## config.mk

```make
export PLATFORM = sky130hd
export DESIGN_NAME = rau_divider
export DESIGN_NICKNAME = d
export VERILOG_FILES = /design/src/rtl/core/rau_divider.sv
export SDC_FILE = /design/constraint.sdc
export NUM_CORES = 1
export LEC_CHECK = 0
export BUFFER_PORTS_ARGS = -buffer_cell sky130_fd_sc_hd__buf_2
export CORE_ASPECT_RATIO = 0.75
export CORE_MARGIN = 1.5
export CORE_UTILIZATION = 30
export DETAILED_ROUTE_END_ITERATION = 16
export PLACE_DENSITY = 0.6
export SLEW_MARGIN = 20
export SYNTH_ARGS = -nofsm -noshare
export SYNTH_HDL_FRONTEND = slang
export SYNTH_SLANG_ARGS = --single-unit
export TNS_END_PERCENT = 10
```

## constraint.sdc

```tcl
create_clock -name clock -period 4.25 [get_ports clock]
set_input_delay 0.425 -clock clock [delete_from_list [all_inputs] [get_ports clock]]
set_output_delay 0.425 -clock clock [all_outputs]
set_load 0.05 [all_outputs]
```

## src/rtl/core/rau_divider.sv

```systemverilog
`default_nettype none
// Shared radix-2 restoring divider on 64-bit unsigned values, one quotient bit a cycle.
module rau_divider (
   input  wire logic        clock,
   input  wire logic        reset,
   input  wire logic        start,
   input  wire logic [63:0] dividend,
   input  wire logic [63:0] divisor,
   output logic             busy,
   output logic [63:0]      quotient,
   output logic [63:0]      remainder
);
   logic [63:0] quo_ff, quo_in, rem_ff, rem_in, dvs_ff, dvs_in;
   logic [6:0]  cnt_ff, cnt_in;
   logic [64:0] trial;

   always_comb begin
      quo_in = quo_ff;
      rem_in = rem_ff;
      dvs_in = dvs_ff;
      cnt_in = cnt_ff;
      trial  = {rem_ff, quo_ff[63]} - {1'b0, dvs_ff};
      if (start) begin
         quo_in = dividend;
         rem_in = '0;
         dvs_in = divisor;
         cnt_in = 7'd64;
      end else if (cnt_ff != 7'd0) begin
         if (!trial[64]) begin
            rem_in = trial[63:0];
            quo_in = {quo_ff[62:0], 1'b1};
         end else begin
            rem_in = {rem_ff[62:0], quo_ff[63]};
            quo_in = {quo_ff[62:0], 1'b0};
         end
         cnt_in = cnt_ff - 7'd1;
      end
   end

   always_ff @(posedge clock) begin
      quo_ff <= quo_in;
      rem_ff <= rem_in;
      dvs_ff <= dvs_in;
      if (reset) cnt_ff <= '0;
      else       cnt_ff <= cnt_in;
   end

   assign busy      = (cnt_ff != 7'd0);
   assign quotient  = quo_ff;
   assign remainder = rem_ff;
endmodule
`default_nettype wire

```

# Word-level counts from Yosys, hierarchy flattened

Index checks and enable logic that the tools add are counted.

Flip-flop bits (word level): 199
Bits in latches: 0
RAM bits: 0
ROM bits: 0
Input bits: 131
Output and inout port bits: 129
Logic and storage cells: 16
Memories: 0

Add/subtract/negate cells: 2
$mul: 0
Divide/modulo/power cells: 0
Magnitude comparators: 0
Equal/unequal tests: 0
Shift-type cells: 0
Multiplexer cells: 6
Bitwise operators: 0
Reduce and logical (&&, ||, !) cells: 3

Operators by type and width:

| operator                                                           | number |
|---|---|
| 64-bit 2-to-1 mux                                                  | 3 |
| 65-bit by 64-bit subtractor with 65-bit output                     | 1 |
| 7-bit 2-to-1 mux                                                   | 2 |
| 7-bit nonzero test                                                 | 1 |
| 7-bit by 1-bit subtractor with 7-bit output, second input constant | 1 |
| 2-bit nonzero test                                                 | 1 |
| 2-bit OR reduction                                                 | 1 |
| 1-bit 2-to-1 mux                                                   | 1 |

# Depth between registers and ports, before layout

Gate-level depths: netlist of run 1.

Depth after elaboration: 4
Gate-level depth with buffers: 14
Gate-level depth less buffers: 12

# Worst setup path after synthesis of run 1

OpenSTA, ideal clock, no wires.

Kind: register to register
Start point: register quo_ff[63], in the netlist quotient[63]
End point: register rem_ff[17], in the netlist remainder[17]
Setup time: 0.089 ns
Arrival time: 3.475 ns
Required time: 4.161 ns
Setup slack: 0.687 ns
Cell stages (with the launch flop): 14
Buffers on the path: 1
Clock period less this slack: 3.563 ns
Cells stage by stage: edfxtp_1 -> inv_1 -> ha_1 -> fa_1 -> nand2b_1 -> a21o_1 -> a211oi_1 -> o2111ai_1 -> a41o_1 -> o21ba_2 -> nand2_2 -> clkbuf_1 -> nand2_1 -> a311oi_2

Cells in the longest elaborated chain, start to end: 2

Ends and longest elaborated chain:

| item                                           | RTL line | RTL |
|---|---|---|
| start: declaration                             | 13       | `logic [63:0] quo_ff, quo_in, rem_ff, rem_in, dvs_ff, dvs_in;` |
| start signal: assignment                       | 41       | `quo_ff <= quo_in;` |
| 65-bit by 64-bit subtractor with 65-bit output | 22       | `trial = {rem_ff, quo_ff[63]} - {1'b0, dvs_ff};` |
| 64-bit 2-to-1 mux                              | 29       | `if (!trial[64]) begin` |
| end signal: assignment                         | 42       | `rem_ff <= rem_in;` |
| end: declaration                               | 13       |  |

No other way between the ends.
A chain may end at the register's enable or synchronous reset.

# Final worst setup path of run 1

Start point: register quo_ff[63], in the netlist quotient[63]
End point: register rem_ff[4], in the netlist remainder[4]

Same word-level chain as after synthesis.

==> results of run 1 <==
==> logic make-up (layout without fill, tap and decap cells) <==
| group | Yosys count | in the layout | share of synthesized area (%) |
|---|---|---|---|
| AOI/OAI and AO/OA | 344 | 344 | 19.8 |
| xor gates and xnor gates | 51 | 51 | 3.62 |
| adders and majority gates | 66 | 66 | 6.74 |
| buffers and inverters | 161 | 395 | 5.72 |
| DFF | 199 | 199 | 42.6 |
| muxes | 66 | 66 | 5.99 |
| and+or+nand+nor | 389 | 389 | 15.5 |
==> Yosys cell counts (24+ instances only) <==
| master | count |
|---|---|
| sky130_fd_sc_hd__edfxtp_1 | 128 |
| sky130_fd_sc_hd__nand2_1 | 121 |
| sky130_fd_sc_hd__a21oi_1 | 102 |
| sky130_fd_sc_hd__nor2_1 | 102 |
| sky130_fd_sc_hd__inv_1 | 88 |
| sky130_fd_sc_hd__dfxtp_1 | 71 |
| sky130_fd_sc_hd__ha_1 | 65 |
| sky130_fd_sc_hd__mux2_2 | 64 |
| sky130_fd_sc_hd__o21ai_0 | 59 |
| sky130_fd_sc_hd__clkbuf_1 | 45 |
| sky130_fd_sc_hd__nand2_2 | 28 |
| sky130_fd_sc_hd__a311oi_2 | 27 |
| sky130_fd_sc_hd__xnor2_1 | 26 |
| sky130_fd_sc_hd__xor2_1 | 25 |
| sky130_fd_sc_hd__nand4_1 | 24 |
==> routing by layer <==
metal  up-vias  part of all wire [%]  track usage (%)
li1       5133                     -                -
met2       303                    44             25.8
met5         -                     0                0
met4         0                   1.2             4.46
met1      5062                    50             26.1
met3        31                   4.8             3.36
==> final timing paths <==
check                from           end  slack, ns  depth (start not counted)
max          quotient[63]  remainder[4]       0.44                         13
min           divisor[46]    dvs_ff[46]       0.13                          1
max reg2reg  quotient[63]  remainder[4]       0.44                         13
min reg2reg  remainder[1]  remainder[1]       0.50                          2
==> power by group through the flow <==
stage | logic [mW] | clock network [mW] | registers [mW]
after floorplan | 3.91 | 0 | 4.67
after global placement | 7.03 | 0 | 3.17
after detailed placement | 7.07 | 0 | 3.19
after CTS | 7.10 | 1.76 | 3.15
after global routing | 7.66 | 1.84 | 3.24
final | 7.13 | 1.72 | 3.15
==> cells in the final DEF (no fill, tap or decap), types with 11 or more instances in the layout <==
cell type,Yosys,layout
sky130_fd_sc_hd__a311oi_2,27,27
sky130_fd_sc_hd__a311oi_1,14,14
sky130_fd_sc_hd__buf_4,4,13
sky130_fd_sc_hd__edfxtp_1,128,128
sky130_fd_sc_hd__inv_1,88,88
sky130_fd_sc_hd__a211oi_1,16,16
sky130_fd_sc_hd__mux2_2,64,64
sky130_fd_sc_hd__clkbuf_16,0,17
sky130_fd_sc_hd__nor3_1,22,22
sky130_fd_sc_hd__o21bai_1,11,11
sky130_fd_sc_hd__or3_1,13,13
sky130_fd_sc_hd__o21a_1,13,13
sky130_fd_sc_hd__and3_1,11,11
sky130_fd_sc_hd__dfxtp_1,71,71
sky130_fd_sc_hd__a21oi_1,102,102
sky130_fd_sc_hd__nand3_1,17,17
sky130_fd_sc_hd__buf_2,16,258
sky130_fd_sc_hd__xor2_1,25,25
sky130_fd_sc_hd__a21o_1,22,22
sky130_fd_sc_hd__nand2_1,121,120
sky130_fd_sc_hd__o21ai_0,59,59
sky130_fd_sc_hd__nand4_1,24,24
sky130_fd_sc_hd__xnor2_1,26,26
sky130_fd_sc_hd__nand2_2,28,29
sky130_fd_sc_hd__ha_1,65,65
sky130_fd_sc_hd__nor2_1,102,101
==> registers in the layout (all words and copies together) (netlist names) <==
register   count
cnt_ff         7
dvs_ff        64
quotient      64
remainder     64
==> final cells by class <==
cell class	instances	area [µm²]	share of cell area, %
Sequential cell	199	5270	35.8
Clock buffer	17	425	2.90
Tap cell	528	661	4.50
Clock inverter	15	175	1.19
Multi-Input combinational cell	916	6390	43.5
Timing Repair Buffer	274	1440	9.82
Inverter	89	335	2.28
==> metrics.md, run 1 <==
| Metric | Value |
|---|---|
| Rel. slew slack | 44.6% |
| Overall Power | 12.0 mW |
| Net Sw Power | 6.32 mW |
| Largest stage delay, worst path | 0.39 ns |
| Final estimated routing congestion in global placement | 0.886 |
| Syn Inst Count | 1276 |
| DRT iter0 DRCs | 893 |
| Final setup violation count | 0 |
| Mapped Avg Cell Area | 9.68 µm² |
| Type of element launching the critical path | flop |
| DRC violation count after routing | 0 |
| Leakage power summed over all cells | 6.28 nW |
| Initial DRT Pass Iterations | 5 |
| Number of warnings reported in the yosys synthesis log | 0 |
| Placeable Area | 40700 µm² |
| Final Slew Violations | 0 |
| Total clock buffers created by CTS | 17 |
| GR Overflow Total | 0 |
| Top cells by area in the synthesized netlist | sky130_fd_sc_hd__edfxtp_1 31%, sky130_fd_sc_hd__dfxtp_1 12%, sky130_fd_sc_hd__ha_1 6.6% |
| Final period demand of the worst path | 3.81 ns |
| Detailed-route wire length per cell | 18.8 µm |
| Maximum capacitance violations | 0 |
| Yosys top cell area share | 31.1% |
| GR Util All Layers | 17.6% |
| Number of enable flip-flop cells after synthesis | 128 |
| Diodes inserted | 0 |
| Layout-stage area growth over the synthesis result | 18.9% |
| Sum of buffers and inverters on the critical path | 2 |
| Final non-filler cell total | 2038 |
| Dominant register cell in the synthesized netlist | sky130_fd_sc_hd__edfxtp_1 |
| Fraction of the yosys area taken by sequential cells | 42.6% |
| Kind of critical path | flop to flop |
| Hold Worst Slack | 0.126 ns |
| Portion of total power attributed to combinational logic | 59.4% |
| Maximum number of pins on one net before global-route repair | 121 |
| Vias in the first global route | 9832 |
| Final worst path period share | 89.8% |
| Share of total power in the clock network | 14.3% |
| Result of the run | complete, no violations |
| Source-to-sink clock delay at the later pin of the worst-skew pair | 0.47 ns |
| Post-synthesis cell area | 12400 µm² |
| Cell at the slowest stage of the critical path | sky130_fd_sc_hd__edfxtp_1 |
| Number of buffer cells added on primary ports | 259 |
| Share of total power in sequential cells | 26.3% |
| Vias per cell | 5.17 |
| Max Clock Freq | 262 MHz |
| Die outline width | 237 µm |
| Clock slew at reported path FFs | 0.08 ns |
| Post-Route Setup TNS | 0 ns |
| Cells along the critical path | inv_1, ha_1, fa_1, nand2b_1, a21o_1, a211oi_1, o2111ai_1, a41o_1, o21ba_2, nand2_2, buf_4, nand2_1, a311oi_1 |
| DIE HEIGHT | 179 µm |
| Setup WS pre-CTS | 0.470 ns |
| Measured slew at the worst slew-check pin | 0.830 ns |
| Setup repair after global routing missed its margin | no |
| Clock root buffer | sky130_fd_sc_hd__clkbuf_16 |
| Seq cells post-synth | 199 |
| CP arrival | 4.18 ns |
| Total I/O pin count | 260 |
| Peak supply drop | 425 µV |
| Yosys cell types | 80 |
| Cell family with most CP delay | compound AO/OA/AOI/OAI gates |
| Type of the tightest min-delay check | input pin to flop |
| Endpoints failing hold | 0 |
| Max clock buf depth | 2 |
| Antenna Nets Post-Route | 0 |
| CTS Hold Buffers Added | 0 |
| Placement-stage cell area | 14100 µm² |
| Fraction of layout cells with a size suffix above 1 | 29.5% |
| Critical path capture point type | flop |
| Total vias in the final route | 10500 |
| Internal power consumption | 5.68 mW |
| Crit path required time | 4.61 ns |
| Area of all placed cells without fillers | 14700 µm² |
| Row count | 64 |
| Antenna violations before repair | 0 |
| Clock tree sinks | 199 |
| Area of the die | 42400 µm² |
| CTS-repair resized insts | 0 |
| Utilization after layout | 36.1% |
| Largest fanout on the critical path | 22 |
| Estimated wirelength of the detail-placed design | 29100 µm |
| Number of nets at the end of the flow | 1694 |
| Post-CTS setup repair buffer count | 0 |
| Power per unit of standard cell area | 817 nW/µm² |
| Skew final | 0.0114 ns |
| Cell accounting for the most synthesized area | sky130_fd_sc_hd__edfxtp_1 |
| Slack of the critical path | 0.435 ns |
| Fill cell instance count of the final layout | 4177 |
| Post-synthesis net count | 1473 |
| Effective utilization at floorplan | 30.4% |
| Placed cell count | 2006 |
| Total routed wirelength | 38300 µm |
| TritonCTS clock tree | built |
| Sw Ratio | 52.7% |
| Global-route wire length before repair | 57600 µm |
| Synth async-reset ratio | 0% |
| H-Tree Depth | 4 |
Power figures use the tool's default switching activity.
==> run 2: changes to the inputs <==
--- a/config.mk
+++ b/config.mk
@@ -6,11 +6,15 @@
 export NUM_CORES = 1
 export LEC_CHECK = 0
 export BUFFER_PORTS_ARGS = -buffer_cell sky130_fd_sc_hd__buf_2
+export CELL_PAD_IN_SITES_DETAIL_PLACEMENT = 0
+export CELL_PAD_IN_SITES_GLOBAL_PLACEMENT = 2
 export CORE_ASPECT_RATIO = 0.75
 export CORE_MARGIN = 1.5
 export CORE_UTILIZATION = 30
 export DETAILED_ROUTE_END_ITERATION = 16
-export PLACE_DENSITY = 0.6
+export GPL_TIMING_DRIVEN = 0
+export PLACE_DENSITY = 0.83
+export SETUP_SLACK_MARGIN = 0.1
 export SLEW_MARGIN = 20
 export SYNTH_ARGS = -nofsm -noshare
 export SYNTH_HDL_FRONTEND = slang
==> run 2 against run 1 <==
Compared with the run above:
- final cell count up 2.9%
- non-clock buffer count up 59
- critical path depth unchanged
- global-route usage up 2.1 points
- critical path type unchanged
- hold slack worse by 0.015 ns
- register-to-register slack worse by 0.07 ns
- utilization up 0.83 points
- clock power up 4%
- largest power group unchanged
- clock skew up 0.0087 ns
- combinational power up 5.8%
- largest cell class unchanged
- flip-flop and latch count unchanged
==> metrics.md, run 2 (synthesized netlist as in run 1, its figures left out) <==
| Metric | Value |
|---|---|
| Skew final | 0.0202 ns |
| Crit path required time | 4.62 ns |
| Most common library cell in the layout ignoring fill and taps | sky130_fd_sc_hd__buf_2 |
| H-Tree Depth | 4 |
| Row count | 64 |
| Measured slew at the worst slew-check pin | 0.995 ns |
| First element of the critical path | quotient[63] |
| DRC violation count after routing | 0 |
| Power per unit of standard cell area | 830 nW/µm² |
| CTS Hold Buffers Added | 0 |
| Fill cell instance count of the final layout | 4208 |
| Type of the tightest min-delay check | input pin to flop |
| Result of the run | complete, no violations |
| Effective utilization at floorplan | 30.4% |
| Area of the die | 42400 µm² |
| Fraction of layout cells with a size suffix above 1 | 29.4% |
| Vias in the first global route | 10500 |
| Clock root buffer | sky130_fd_sc_hd__clkbuf_16 |
| Setup repair after global routing missed its margin | no |
| Global-route wire length before repair | 63100 µm |
| Type of element launching the critical path | flop |
| Portion of total power attributed to combinational logic | 60.4% |
| Share of total power in the clock network | 14.3% |
| Final period demand of the worst path | 3.89 ns |
| Slack of the critical path | 0.363 ns |
| Total I/O pin count | 260 |
| Met1 wire length | 20900 µm |
| End of the worst register-to-register path | remainder[55] |
| Antenna violations before repair | 1 |
| Post-CTS setup repair buffer count | 0 |
| Reg-to-reg critical path startpoint | quotient[63] |
| Share of total power in sequential cells | 25.2% |
| Antenna Nets Post-Route | 0 |
| Max Clock Freq | 257 MHz |
| Maximum capacitance violations | 0 |
| Sw Ratio | 53.7% |
| Net Sw Power | 6.70 mW |
| Met2 wirelength from detailed routing | 18400 µm |
| Kind of critical path | flop to flop |
| Placeable Area | 40700 µm² |
| Start point of the worst hold path | divisor[59] |
| Peak supply drop | 461 µV |
| Total vias in the final route | 11000 |
| Final worst path period share | 91.5% |
| Die outline width | 237 µm |
| Total clock buffers created by CTS | 17 |
| Final Slew Violations | 0 |
| Post-Route Setup TNS | 0 ns |
| GR Util All Layers | 19.6% |
| Worst R2R Setup Slack | 0.36 ns |
| TritonCTS clock tree | built |
| Vias per cell | 5.22 |
| Layout-stage area growth over the synthesis result | 21.7% |
| Rel. slew slack | 33.7% |
| Final estimated routing congestion in global placement | 0.893 |
| Number of buffer cells added on primary ports | 259 |
| CP arrival | 4.26 ns |
| Critical path capture point type | flop |
| Largest fanout on the critical path | 10 |
| Leakage power summed over all cells | 6.42 nW |
| Worst setup endpoint | remainder[55] |
| Number of nets at the end of the flow | 1753 |
| Highest metal layer with signal wires | met4 |
| Maximum number of pins on one net before global-route repair | 44 |
| Detailed-route wire length per cell | 20.1 µm |
| Total routed wirelength | 42200 µm |
| Endpoints failing hold | 0 |
| Estimated wirelength of the detail-placed design | 32900 µm |
| Clock tree sinks | 199 |
| GR Overflow Total | 0 |
| Max clock buf depth | 2 |
| Initial DRT Pass Iterations | 5 |
| DIE HEIGHT | 179 µm |
| Final setup violation count | 0 |
| Internal power consumption | 5.77 mW |
| Source-to-sink clock delay at the later pin of the worst-skew pair | 0.48 ns |
| Clock slew at reported path FFs | 0.09 ns |
| Top library cells by usage in the layout, fill and taps aside | 274 x sky130_fd_sc_hd__buf_2, 128 x sky130_fd_sc_hd__edfxtp_1, 120 x sky130_fd_sc_hd__nand2_1 |
| DRT iter0 DRCs | 772 |
| Detailed route wirelength on metal3 | 2260 µm |
| Setup WS pre-CTS | 0.0464 ns |
| Worst R2R Path Depth | 13 |
[run 2: final cells by class]
cell class | instances | area (µm²) | share of cell area [%]
flip-flops and latches | 199 | 5270 | 35.0
diodes | 1 | 2.50 | 0.0166
multi-input cells | 916 | 6410 | 42.6
well taps | 528 | 661 | 4.40
plain buffers | 72 | 378 | 2.51
repair buffers | 261 | 1340 | 8.91
inverters | 89 | 334 | 2.22
clock inverters | 15 | 219 | 1.46
clock buffers | 17 | 425 | 2.83
[run 2: worst max-delay path: stages, from the launching register on]
cell                        delay [ns]
sky130_fd_sc_hd__edfxtp_1         0.43
sky130_fd_sc_hd__inv_1            0.06
sky130_fd_sc_hd__ha_1             0.22
sky130_fd_sc_hd__fa_1             0.38
sky130_fd_sc_hd__nand2b_1         0.19
sky130_fd_sc_hd__a21o_1           0.23
sky130_fd_sc_hd__a211oi_2         0.28
sky130_fd_sc_hd__o2111ai_1        0.29
sky130_fd_sc_hd__a41o_1           0.36
sky130_fd_sc_hd__o21ba_2          0.27
sky130_fd_sc_hd__nand2_2          0.27
sky130_fd_sc_hd__clkbuf_4         0.37
sky130_fd_sc_hd__a21oi_1          0.10
sky130_fd_sc_hd__a311oi_1         0.31
[run 2: metrics by stage]
stage | hold WS (ns) | utilization, % | instance area (µm²) | instances | total power, mW
2_1_floorplan | 0.458 | - | 12400 | 1276 | 8.58
3_3_place_gp | 0.471 | 35.2 | 14300 | 2063 | 10.6
3_5_place_dp | 0.508 | 35.3 | 14400 | 2065 | 10.6
4_1_cts | 0.0820 | 36.9 | 15000 | 2097 | 12.5
5_1_grt | 0.0818 | 36.9 | 15000 | 2098 | 13.3
6_report | 0.112 | 36.9 | 15000 | 2098 | 12.5
[run 2: layer usage]
metal	global-route usage, %	up-vias
met2	29.2	295
met1	28.6	5370
met3	4.39	37
li1	-	5255
met5	0	-
met4	4.72	0
[run 2: worst min path at each step]
stage / to / slack (ns) / cells past startpoint
CTS: dvs_ff[59] / 0.08 / 1
finish: dvs_ff[59] / 0.11 / 1
global placement: cnt_ff[6] / 0.47 / 2
global route: dvs_ff[59] / 0.08 / 1
floorplan: cnt_ff[6] / 0.46 / 2
detailed placement: cnt_ff[5] / 0.51 / 2
[run 2: repair_timing]
action,in CTS,in global routing
endpoints found under the setup margin,9,45
resized for setup,1,6
pin swaps,0,0
[run 2: power groups by stage]
stage	Clock (mW)	Sequential, mW	Combinational [mW]
after floorplan	0	4.67	3.91
after global placement	0	3.19	7.43
after detailed placement	0	3.19	7.46
after CTS	1.83	3.15	7.50
after global routing	1.90	3.23	8.14
final	1.79	3.15	7.54
==> run 3: changes to the inputs <==
--- a/config.mk
+++ b/config.mk
@@ -5,15 +5,16 @@
 export SDC_FILE = /design/constraint.sdc
 export NUM_CORES = 1
 export LEC_CHECK = 0
-export BUFFER_PORTS_ARGS = -buffer_cell sky130_fd_sc_hd__buf_2
 export CELL_PAD_IN_SITES_DETAIL_PLACEMENT = 0
 export CELL_PAD_IN_SITES_GLOBAL_PLACEMENT = 2
 export CORE_ASPECT_RATIO = 0.75
 export CORE_MARGIN = 1.5
 export CORE_UTILIZATION = 30
+export CTS_BUF_LIST = sky130_fd_sc_hd__clkbuf_2
 export DETAILED_ROUTE_END_ITERATION = 16
+export DONT_BUFFER_PORTS = 1
 export GPL_TIMING_DRIVEN = 0
-export PLACE_DENSITY = 0.83
+export PLACE_DENSITY = 0.75
 export SETUP_SLACK_MARGIN = 0.1
 export SLEW_MARGIN = 20
 export SYNTH_ARGS = -nofsm -noshare
==> run 3 against run 2 <==
Compared with the run above:
- final area increased by 1.5%
- die area did not move
- sequential power grew 57%
- highest routed layer unchanged
- fmax down 4.0%
- clock power decreased by 42%
- hold slack got worse by 0.043 ns
- largest power group unchanged
- final cell count shrank 3.4%
- flip-flop and latch count unchanged
==> metrics.md, run 3 (synthesized netlist as in run 1, its figures left out) <==
| Metric | Value |
|---|---|
| Fill cell instance count of the final layout | 4138 |
| CP arrival | 4.99 ns |
| Placeable Area | 40700 µm² |
| Peak supply drop | 327 µV |
| Number of buffer cells added on primary ports | 0 |
| H-Tree Depth | 4 |
| Power per unit of standard cell area | 759 nW/µm² |
| Placed cell count | 1805 |
| Top library cells by usage in the layout, fill and taps aside | 177 x sky130_fd_sc_hd__dlygate4sd3_1, 128 x sky130_fd_sc_hd__edfxtp_1, 120 x sky130_fd_sc_hd__nand2_1 |
| Clock slew at reported path FFs | 0.35 ns |
| Total vias in the final route | 10800 |
| Detailed-route wire length per cell | 21.4 µm |
| Fraction of layout cells with a size suffix above 1 | 14.4% |
| Measured slew at the worst slew-check pin | 0.922 ns |
| Met3 routing resource usage after global routing | 4.57% |
| Max clock buf depth | 2 |
| Endpoints failing hold | 0 |
| DIE HEIGHT | 179 µm |
| Leakage power summed over all cells | 5.94 nW |
| Vias per cell | 5.31 |
| Final Slew Violations | 0 |
| Skew final | 0.0817 ns |
| Met1 Use GR | 29.0% |
| Max Clock Freq | 247 MHz |
| Setup repair after global routing missed its margin | yes |
| TritonCTS clock tree | built |
| GR Util All Layers | 19.9% |
| Antenna Nets Post-Route | 0 |
| Utilization after layout | 37.5% |
| Most common library cell in the layout ignoring fill and taps | sky130_fd_sc_hd__dlygate4sd3_1 |
| Antenna violations before repair | 2 |
| Total routed wirelength | 43300 µm |
| Crit path required time | 5.19 ns |
| Final non-filler cell total | 2026 |
| GR met2 Demand/Resource | 29.6% |
| Setup WS pre-CTS | -0.364 ns |
| Effective utilization at floorplan | 30.4% |
| Row count | 64 |
| Critical path capture point type | flop |
| Area of the die | 42400 µm² |
| Source-to-sink clock delay at the later pin of the worst-skew pair | 1.01 ns |
| DRC violation count after routing | 0 |
| Global-route wire length before repair | 63200 µm |
| Layout-stage area growth over the synthesis result | 23.5% |
| Final setup violation count | 0 |
| Total I/O pin count | 260 |
| Slack of the critical path | 0.203 ns |
| Vias in the first global route | 10200 |
| Maximum capacitance violations | 0 |
| Estimated wirelength of the detail-placed design | 32000 µm |
| Type of the tightest min-delay check | input pin to flop |
| Overall Power | 11.6 mW |
| DRT iter0 DRCs | 731 |
| GR Overflow Total | 0 |
| Total clock buffers created by CTS | 17 |
| Clock root buffer | sky130_fd_sc_hd__clkbuf_2 |
| Initial DRT Pass Iterations | 6 |
| Clock tree sinks | 199 |
| Maximum number of pins on one net before global-route repair | 65 |
| Largest fanout on the critical path | 4 |
| Rel. slew slack | 38.6% |
| Final worst path period share | 95.2% |
| Die outline width | 237 µm |
| GR peak layer | met2 |
| Number of nets at the end of the flow | 1673 |
| Result of the run | complete, no violations |
| Type of element launching the critical path | flop |
| Final estimated routing congestion in global placement | 0.881 |
| Kind of critical path | flop to flop |
| Final period demand of the worst path | 4.05 ns |
[run 3: area by class of cell]
class                      instances  area [µm²]  area share, %
clock buffer                      18        90.1          0.590
inverter                          89         334           2.19
clock inverter                    14         163           1.07
antenna                            9        22.5          0.148
timing repair buffer             181        1830           12.0
buffer                            72         399           2.62
sequential                       199        5270           34.5
tap                              528         661           4.33
multi-input combinational        916        6490           42.5
[run 3: repair_timing]
action / in CTS / in global routing
setup endpoints to repair: 65 / 65
buffers inserted: 0 / 2
hold buffers: 171 / 7
resized for setup: 10 / 19
pin swaps: 0 / 7
endpoints found under the hold margin: 199 / 7
[run 3: metrics by stage]
stage	area (µm²)	TNS, ns	hold slack, ns
2_1_floorplan	12400	0	0.458
6_report	15300	0	0.0685
5_1_grt	15300	0	-0.0392
3_3_place_gp	13000	-41.64	0.471
4_1_cts	15100	0	0.00340
3_5_place_dp	13000	-9.47	0.482
[run 3: critical path, stage by stage, from the launching register on]
cell,delay [ns]
sky130_fd_sc_hd__dfxtp_1,0.82
sky130_fd_sc_hd__ha_1,0.38
sky130_fd_sc_hd__a21oi_1,0.24
sky130_fd_sc_hd__nor3b_1,0.50
sky130_fd_sc_hd__a211oi_4,0.16
sky130_fd_sc_hd__o211a_1,0.31
sky130_fd_sc_hd__o31ai_1,0.31
sky130_fd_sc_hd__o211ai_1,0.38
sky130_fd_sc_hd__a22oi_1,0.30
sky130_fd_sc_hd__mux2_2,0.37
sky130_fd_sc_hd__a211oi_1,0.21
[run 3: worst paths after layout]
kind,start,endpoint,slack [ns],cells past startpoint
setup / recovery,remainder[4],remainder[60],0.20,10
hold reg to reg,cnt_ff[6],cnt_ff[6],0.53,2
setup reg to reg,remainder[4],remainder[60],0.20,10
hold / removal,divisor[17],dvs_ff[17],0.07,1
[run 3: report_power, final]
part / switching (mW) / internal (mW)
sequential: 2.23 / 2.70
clock: 0.792 / 0.249
combinational: 3.53 / 2.08
[run 3: routing by layer]
layer	share of wire (%)	vias up
met5	0	-
met4	1.2	0
met3	5.6	30
met2	44	310
met1	49	5318
li1	-	5096
